$ cat config.mk
export PLATFORM = sky130hd
export DESIGN_NAME = iasel_cell
export DESIGN_NICKNAME = d
export VERILOG_FILES = /design/src/hw/rtl/iasel_pkg.sv /design/src/hw/rtl/iasel_cell.sv
export SDC_FILE = /design/constraint.sdc
export NUM_CORES = 1
export LEC_CHECK = 0
export CORE_UTILIZATION = 50
export DETAILED_ROUTE_END_ITERATION = 10
export DONT_BUFFER_PORTS = 1
export PLACE_DENSITY_LB_ADDON = 0.3
export SLEW_MARGIN = 10
export SYNTH_ARGS = -nofsm -noshare
export SYNTH_HDL_FRONTEND = slang
export SYNTH_SLANG_ARGS = --single-unit
$ cat constraint.sdc
create_clock -name i_clk -period 5.15 [get_ports i_clk]
set_clock_uncertainty 0.15 [all_clocks]
set_input_delay 0.7725 -clock i_clk [delete_from_list [all_inputs] [get_ports i_clk]]
set_output_delay 0.7725 -clock i_clk [all_outputs]
set_load 0.01 [all_outputs]
$ cat src/hw/rtl/iasel_pkg.sv
`timescale 1ns / 1ps
// ----------------------------------------------------------------------------
// iasel_pkg
// shared types and constants of the interval activity selector
// ----------------------------------------------------------------------------
package iasel_pkg;

    localparam int MAX_EVENTS_DEF = 64;
    localparam int TIME_WIDTH_DEF = 16;

    // fixed payload widths
    localparam int IN_TIME_W = 16;
    localparam int OUT_NUM_W = 7;

    typedef enum logic [1:0] {
        ST_LOAD,
        ST_SCAN,
        ST_DONE
    } t_state;

    // per-cycle command broadcast to every cell of the chain
    typedef struct packed {
        logic ins;    // sorted insertion of the broadcast interval
        logic shift;  // chain moves one place towards the head
    } t_cell_ctl;

endpackage

$ cat src/hw/rtl/iasel_cell.sv
`timescale 1ns / 1ps
// ----------------------------------------------------------------------------
// iasel_cell
// one slot of the end-time ordered chain: holds one interval, makes room for
// an insertion by passing its entry up, and passes entries down while scanning
// ----------------------------------------------------------------------------
module iasel_cell import iasel_pkg::*; #(
    parameter int TIME_WIDTH = TIME_WIDTH_DEF,
    parameter int NUM_W      = 7
) (
    input  logic                  i_clk,
    input  logic                  i_rst_n,
    input  t_cell_ctl             i_ctl,
    input  logic [TIME_WIDTH-1:0] i_new_start,
    input  logic [TIME_WIDTH-1:0] i_new_end,
    input  logic [NUM_W-1:0]      i_new_num,
    input  logic                  i_prev_valid,
    input  logic                  i_prev_gt,
    input  logic [TIME_WIDTH-1:0] i_prev_start,
    input  logic [TIME_WIDTH-1:0] i_prev_end,
    input  logic [NUM_W-1:0]      i_prev_num,
    input  logic                  i_next_valid,
    input  logic [TIME_WIDTH-1:0] i_next_start,
    input  logic [TIME_WIDTH-1:0] i_next_end,
    input  logic [NUM_W-1:0]      i_next_num,
    output logic                  o_valid,
    output logic                  o_gt,
    output logic [TIME_WIDTH-1:0] o_start,
    output logic [TIME_WIDTH-1:0] o_end,
    output logic [NUM_W-1:0]      o_num
);

    logic                  r_valid;
    logic [TIME_WIDTH-1:0] r_start;
    logic [TIME_WIDTH-1:0] r_end;
    logic [NUM_W-1:0]      r_num;

    logic                  n_valid;
    logic [TIME_WIDTH-1:0] n_start;
    logic [TIME_WIDTH-1:0] n_end;
    logic [NUM_W-1:0]      n_num;
    logic                  gt;

    // strictly greater keeps equal end times in arrival order
    assign gt = r_valid && (r_end > i_new_end);

    always_comb begin
        n_valid = r_valid;
        n_start = r_start;
        n_end   = r_end;
        n_num   = r_num;
        if (i_ctl.shift) begin
            n_valid = i_next_valid;
            n_start = i_next_start;
            n_end   = i_next_end;
            n_num   = i_next_num;
        end else if (i_ctl.ins) begin
            if (i_prev_gt) begin
                n_valid = 1'b1;
                n_start = i_prev_start;
                n_end   = i_prev_end;
                n_num   = i_prev_num;
            end else if (i_prev_valid && (gt || !r_valid)) begin
                // insertion point: first slot past all entries with end <= new end
                n_valid = 1'b1;
                n_start = i_new_start;
                n_end   = i_new_end;
                n_num   = i_new_num;
            end
        end
    end

    always_ff @(posedge i_clk) begin
        if (!i_rst_n) begin
            r_valid <= 1'b0;
        end else begin
            r_valid <= n_valid;
        end
    end

    always_ff @(posedge i_clk) begin
        r_start <= n_start;
        r_end   <= n_end;
        r_num   <= n_num;
    end

    assign o_valid = r_valid;
    assign o_gt    = gt;
    assign o_start = r_start;
    assign o_end   = r_end;
    assign o_num   = r_num;

endmodule

==> results of run 1 <==
area by class of cell:
cell class	count	share of cell area, %
multi-input cells	166	44.8
flip-flops and latches	40	46.4
clock inverters	1	0.146
well taps	67	3.26
clock buffers	7	2.97
inverters	17	2.48
layout by cell type, fill, tap and decap left out, types with 2 or more instances in the layout:
| master | netlist | routed |
|---|---|---|
| nand2_1 | 43 | 43 |
| nand4_1 | 3 | 3 |
| mux2i_1 | 39 | 39 |
| clkbuf_1 | 5 | 2 |
| o21a_1 | 2 | 2 |
| clkbuf_8 | 0 | 5 |
| o21ai_0 | 43 | 43 |
| a21oi_1 | 6 | 6 |
| ha_1 | 16 | 16 |
| inv_1 | 17 | 17 |
| edfxtp_1 | 39 | 39 |
cells by family after synthesis:
| kind of cell | count (synthesis) | share of synthesized area (%) |
|---|---|---|
| adders and majority gates | 16 | 8.10 |
| DFF | 40 | 48.2 |
| buffers and inverters | 31 | 5.57 |
| AOI/OAI and AO/OA | 57 | 12.9 |
| and+or+nand+nor | 54 | 9.47 |
| muxes | 39 | 15.8 |
registers in the layout, summed over array words and instances (netlist names):
name / count
o_start: 16
o_num: 7
o_end: 16
o_valid: 1
through the flow:
| stage | area [um2] | util, % |
|---|---|---|
| floorplan | 2470 | - |
| global placement | 2490 | 52.3 |
| detailed placement | 2490 | 52.3 |
| CTS | 2570 | 54.0 |
| finish | 2570 | 54.0 |
| global route | 2570 | 54.0 |
Yosys cell counts, types with 2 or more instances:
cell / count
a21oi_1: 6
buf_2: 5
buf_4: 4
clkbuf_1: 5
edfxtp_1: 39
ha_1: 16
inv_1: 17
mux2i_1: 39
nand2_1: 43
nand4_1: 3
nor2_1: 2
o21a_1: 2
o21ai_0: 43
worst min-delay path by stage:
stage,from,endpoint,slack (ns),cells after the start
2_1_floorplan,o_valid,o_valid,0.47,1
3_3_place_gp,o_valid,o_valid,0.52,1
3_5_place_dp,o_valid,o_valid,0.51,1
4_1_cts,i_rst_n,o_valid,0.46,1
5_1_grt,i_rst_n,o_valid,0.46,1
6_report,i_rst_n,o_valid,0.47,1
power groups by stage:
stage | sequential (mW) | combinational [mW] | clock, mW
6_report | 0.438 | 0.0931 | 0.196
3_5_place_dp | 0.446 | 0.0953 | 0
3_3_place_gp | 0.446 | 0.0928 | 0
4_1_cts | 0.439 | 0.0956 | 0.201
5_1_grt | 0.441 | 0.108 | 0.216
2_1_floorplan | 0.439 | 0.0916 | 0
metal layers:
layer	vias up	track usage (%)	routed length, um
met4	0	7.63	118
met1	728	20.6	1850
met2	99	30.5	2390
met5	-	0	0
met3	12	5.14	385
li1	839	-	-
worst max-delay path, stage by stage:
cell and delay, ns:
inv_1 0.03, ha_1 0.32, nand4_2 0.16, nor3_2 0.26
a21boi_2 0.21, nor3_1 0.09, nor2_4 0.83
==> metrics.md, run 1 <==
| Metric | Value |
|---|---|
| Initial Util | `52.0%` |
| Vias in the first global route | `1437` |
| Reg2reg setup slack | `2.21 ns` |
| Critical Path Sink | `o_start[1]` |
| Post-cts resize count | `0` |
| Register area share after synthesis | `48.2%` |
| Drc violations | `0` |
| Vias after detailed routing | `1678` |
| IO Port Bufs | `0` |
| Multi-input gate area | `0.00115 mm2` |
| Switching Power | `0.185 mW` |
| Logic pwr share | `12.8%` |
| CTS tree | `yes` |
| Fin nets | `370` |
| R2R depth | `6` |
| Total power | `0.727 mW` |
| Non-filler instance count after layout | `298` |
| Post-CTS Setup Bufs | `0` |
| Final Worst Setup Slack | `2.21 ns` |
| Critical Path AT | `2.70 ns` |
| DRT Pass-1 Iters | `4` |
| Largest net degree at the start of global routing | `81` |
| Critical Path Source Type | `input port` |
| Leak pwr | `1.10 nW` |
| Layout Area Growth over Synthesis | `3.95%` |
| CTS buffer count | `5` |
| Die Y | `72.3 um` |
| Cell row count | `25` |
| GRT overflow | `0` |
| Top_reg_cell synth | `edfxtp_1` |
| GRT Overall Usage | `17.7%` |
| Sink Count | `40` |
| Sum Neg Setup Slack | `0 ns` |
| Die Width | `72.3 um` |
| I/O Pins | `165` |
| P_int | `0.541 mW` |
| Die footprint | `0.00523 mm2` |
| Initial antenna violation count | `0` |
| Critical-path maximum fanout | `39` |
| Number of synthesized flops with an enable pin | `39` |
| Synth cell types | `26` |
| Minimum clock period | `2.94 ns` |
| Unrepaired setup endpoints after global routing | `no` |
| Core area | `0.00475 mm2` |
| Worst slack, placed | `1.88 ns` |
| # fillers | `438` |
| Clock power share | `26.9%` |
| Yosys warnings | `0` |
| Vias/cell | `5.63` |
| Seq pwr share | `60.3%` |
| Max-cap violations | `0` |
| Worst setup EP type | `flop` |
| Register area | `0.00119 mm2` |
| Gpl congestion | `0.709` |
| Worst Max-Slew Pin Slew | `1.06 ns` |
| First-pass GRT wire length | `6820 um` |
| Worst-path clk slew | `0.07 ns` |
| Register bit total from synthesis | `40` |
| Critical path origin | `i_new_end[15]` |
| Fmax achieved | `340 MHz` |
| CP required | `4.90 ns` |
| Worst hold margin | `0.472 ns` |
| Synth top area cells | `edfxtp_1 (47%), mux2i_1 (16%), o21ai_0 (8.7%)` |
| Ys async rst share | `0%` |
| Clock Latency Late Sink | `0.28 ns` |
| Final Hold Vio Count | `0` |
| Max Slew Vio Count | `0` |
| CTS root buffer | `clkbuf_8` |
| Max VDD drop | `171 uV` |
| Reg2reg end | `o_start[1]` |
| Relative slew slack | `29.1%` |
| Syn Inst Count | `237` |
| Synth Cell Area | `0.00247 mm2` |
| Wirelength per Cell | `15.9 um` |
| Initial DRC count | `93` |
| N_diodes | `0` |
| Placed cells | `290` |
| Clock Path Buffers | `2` |
| Switching share of power | `25.5%` |
| CTS H-Tree Depth | `2` |
| RR Startpoint | `o_end[15]` |
| Crit Path Category | `in2reg` |
| Post-DP HPWL | `3580 um` |
| Final setup viols | `0` |
| Avg Cell Area, Syn | `10.4 um2` |
| Final WL | `4750 um` |
| Hold bufs inserted after CTS | `0` |
| Fin crit share | `57.2%` |
| Area leader, netlist | `edfxtp_1` |
| Antenna Nets Post-Route | `0` |
| Area fraction of the dominant cell type after synthesis | `47.4%` |
| Pwr dens | `283 mW/mm2` |
| Syn_nets | `377` |
| Worst hold path type | `in2reg` |
| Run status | `completed` |
| Share of cells above drive strength 1 | `5.19%` |
Note: power is estimated with default switching activity, not from simulation.
==> inputs of run 2 (changes only) <==
==> constraint.sdc (replaced) <==
create_clock -name i_clk -period 3.04 [get_ports i_clk]
set_clock_uncertainty 0.15 [all_clocks]
set_input_delay 0.456 -clock i_clk [delete_from_list [all_inputs] [get_ports i_clk]]
set_output_delay 0.456 -clock i_clk [all_outputs]
set_load 0.01 [all_outputs]
==> run 2 against run 1 <==
Net effect:
- utilization grew 0.32 points
- die area is the same
- design area grew 0.58%
- non-clock buffer count grew 2
- global-route usage grew 1.1 points
- via count grew 1.9%
- sequential share of layout area shrank 0.27 points
- final cell count grew 0.67%
- worst hold slack lost 0.31 ns
- critical endpoint is now o_gt
- critical path depth shrank 2
- highest routed layer unchanged
- sequential power grew 70%
- setup slack lost 1.7 ns
==> metrics.md, run 2 (same netlist as run 1, synthesis figures left out) <==
| Metric | Value |
|---|---|
| Run status | `completed` |
| Sum Neg Setup Slack | `0 ns (unchanged)` |
| Fmax achieved | `389 MHz` |
| Initial DRC count | `47 (-49%)` |
| Fin crit share | `84.6%` |
| Post-cts resize count | `0 (unchanged)` |
| DRT Pass-1 Iters | `4 (unchanged)` |
| Critical Path AT | `1.97 ns (-0.73 ns)` |
| Final WL | `4960 um (+4.6%)` |
| Logic pwr share | `12.9% (about the same)` |
| Die footprint | `0.00523 mm2 (unchanged)` |
| Worst-path clk slew | `0.08 ns (about the same)` |
| Post-DP HPWL | `3770 um (+5.3%)` |
| CTS H-Tree Depth | `2 (unchanged)` |
| CTS root buffer | `clkbuf_8` |
| P_int | `0.919 mW (+70%)` |
| Finished Cell Area | `0.00258 mm2 (+0.58%)` |
| Clock Latency Late Sink | `0.28 ns (about the same)` |
| Minimum clock period | `2.57 ns` |
| Worst Max-Slew Pin Slew | `0.350 ns (-0.711 ns)` |
| Vias in the first global route | `1526 (+6.2%)` |
| Critical Path Source Type | `flop` |
| Max VDD drop | `258 uV (+51%)` |
| I/O Pins | `165 (unchanged)` |
| Cell row count | `25 (unchanged)` |
| Unrepaired setup endpoints after global routing | `no` |
| Worst hold path type | `in2reg` |
| Leak pwr | `1.11 nW (+0.84%)` |
| Total power | `1.24 mW (+71%)` |
| Worst hold margin | `0.158 ns (-0.314 ns)` |
| Antenna Nets Post-Route | `0 (unchanged)` |
| Pwr dens | `480 mW/mm2 (+70%)` |
| Crit Path Category | `reg2out` |
| N_diodes | `0 (unchanged)` |
| Placed inst area | `0.00250 mm2 (+0.60%)` |
| Clock power share | `27.2% (+0.3 points)` |
| Critical-path maximum fanout | `4 (-90%)` |
| CP required | `2.43 ns (-2.47 ns)` |
| Clock Path Buffers | `2 (unchanged)` |
| Initial Util | `52.0% (unchanged)` |
| Reg2reg setup slack | `0.55 ns (-1.66 ns)` |
| IO Port Bufs | `0 (unchanged)` |
| Wirelength per Cell | `16.5 um (+3.9%)` |
| Die Y | `72.3 um (unchanged)` |
| GRT overflow | `0 (unchanged)` |
| Most frequent cells in the layout | `o21ai_0 (43), nand2_1 (43), mux2i_1 (39), edfxtp_1 (39), inv_1 (17)` |
| Fin nets | `372 (+0.54%)` |
| Gpl congestion | `0.778 (+9.8%)` |
| Switching Power | `0.321 mW (+73%)` |
| Initial antenna violation count | `0 (unchanged)` |
| Relative slew slack | `76.7% (+48 points)` |
| Vias/cell | `5.70 (+1.2%)` |
| Max-cap violations | `0 (unchanged)` |
| Layout Area Growth over Synthesis | `4.56%` |
| Core area | `0.00475 mm2 (unchanged)` |
| GRT Overall Usage | `18.8% (+1.1 points)` |
| CTS buffer count | `5 (unchanged)` |
| First-pass GRT wire length | `7360 um (+7.9%)` |
| Drc violations | `0 (unchanged)` |
| Hold bufs inserted after CTS | `0 (unchanged)` |
| Die Width | `72.3 um (unchanged)` |
| CTS tree | `yes` |
| Vias after detailed routing | `1710 (+1.9%)` |
| Final Core Density | `54.3% (+0.32 points)` |
| Post-CTS Setup Bufs | `0 (unchanged)` |
| Max Slew Vio Count | `0 (unchanged)` |
| Worst setup EP type | `output pin` |
| Largest net degree at the start of global routing | `81 (unchanged)` |
| Switching share of power | `25.9% (+0.38 points)` |
| Sink Count | `40 (unchanged)` |
| Seq pwr share | `59.9% (-0.4 points)` |
| Final setup viols | `0 (unchanged)` |
| Share of cells above drive strength 1 | `6.01% (+0.81 points)` |
| Final Hold Vio Count | `0 (unchanged)` |
run 2: changes by cell type in the layout (fill, tap and decap cells not counted), sizes merged:
| cell | before | now |
|---|---|---|
| buf | 0 | 2 |
run 2: cell type report:
type | instances | area (um2)
Clock buffer | 7 | 76.3
Clock inverter | 1 | 3.75
Fill cell | 442 | 2170
Inverter | 17 | 63.8
Multi-Input combinational cell | 166 | 1150
Sequential cell | 40 | 1190
Tap cell | 67 | 83.8
Timing Repair Buffer | 2 | 15.0
run 2: through the flow:
step,cells,worst slack [ns]
after floorplan,237,0.0521
after global placement,292,0.612
after detailed placement,292,0.539
after CTS,300,0.455
after global routing,300,0.351
final,300,0.468
run 2: power by group through the flow:
stage / sequential [mW] / combinational (mW) / clock [mW]
after floorplan: 0.742 / 0.156 / 0
after global placement: 0.754 / 0.161 / 0
after detailed placement: 0.756 / 0.163 / 0
after CTS: 0.743 / 0.165 / 0.343
after global routing: 0.747 / 0.188 / 0.369
final: 0.743 / 0.161 / 0.337
run 2: path summary, 6_finish.rpt:
path             start         to  cells after the start
max reg2reg  o_end[15]  o_end[14]                      7
max          o_end[15]       o_gt                      5
min reg2reg    o_valid    o_valid                      1
min            i_rst_n    o_valid                      1
run 2: routing by layer:
layer | vias up | routed length [um] | GRT usage (%)
li1 | 841 | - | -
met1 | 770 | 1940 | 21.8
met2 | 93 | 2560 | 33.6
met3 | 6 | 411 | 5.28
met4 | 0 | 57 | 5.88
met5 | - | 0 | 0
run 2: worst max-delay path: stages (launching register included):
cell      delay, ns
edfxtp_1       0.48
ha_1           0.38
nand4_2        0.16
nor3_2         0.23
a21boi_2       0.20
o311a_2        0.23
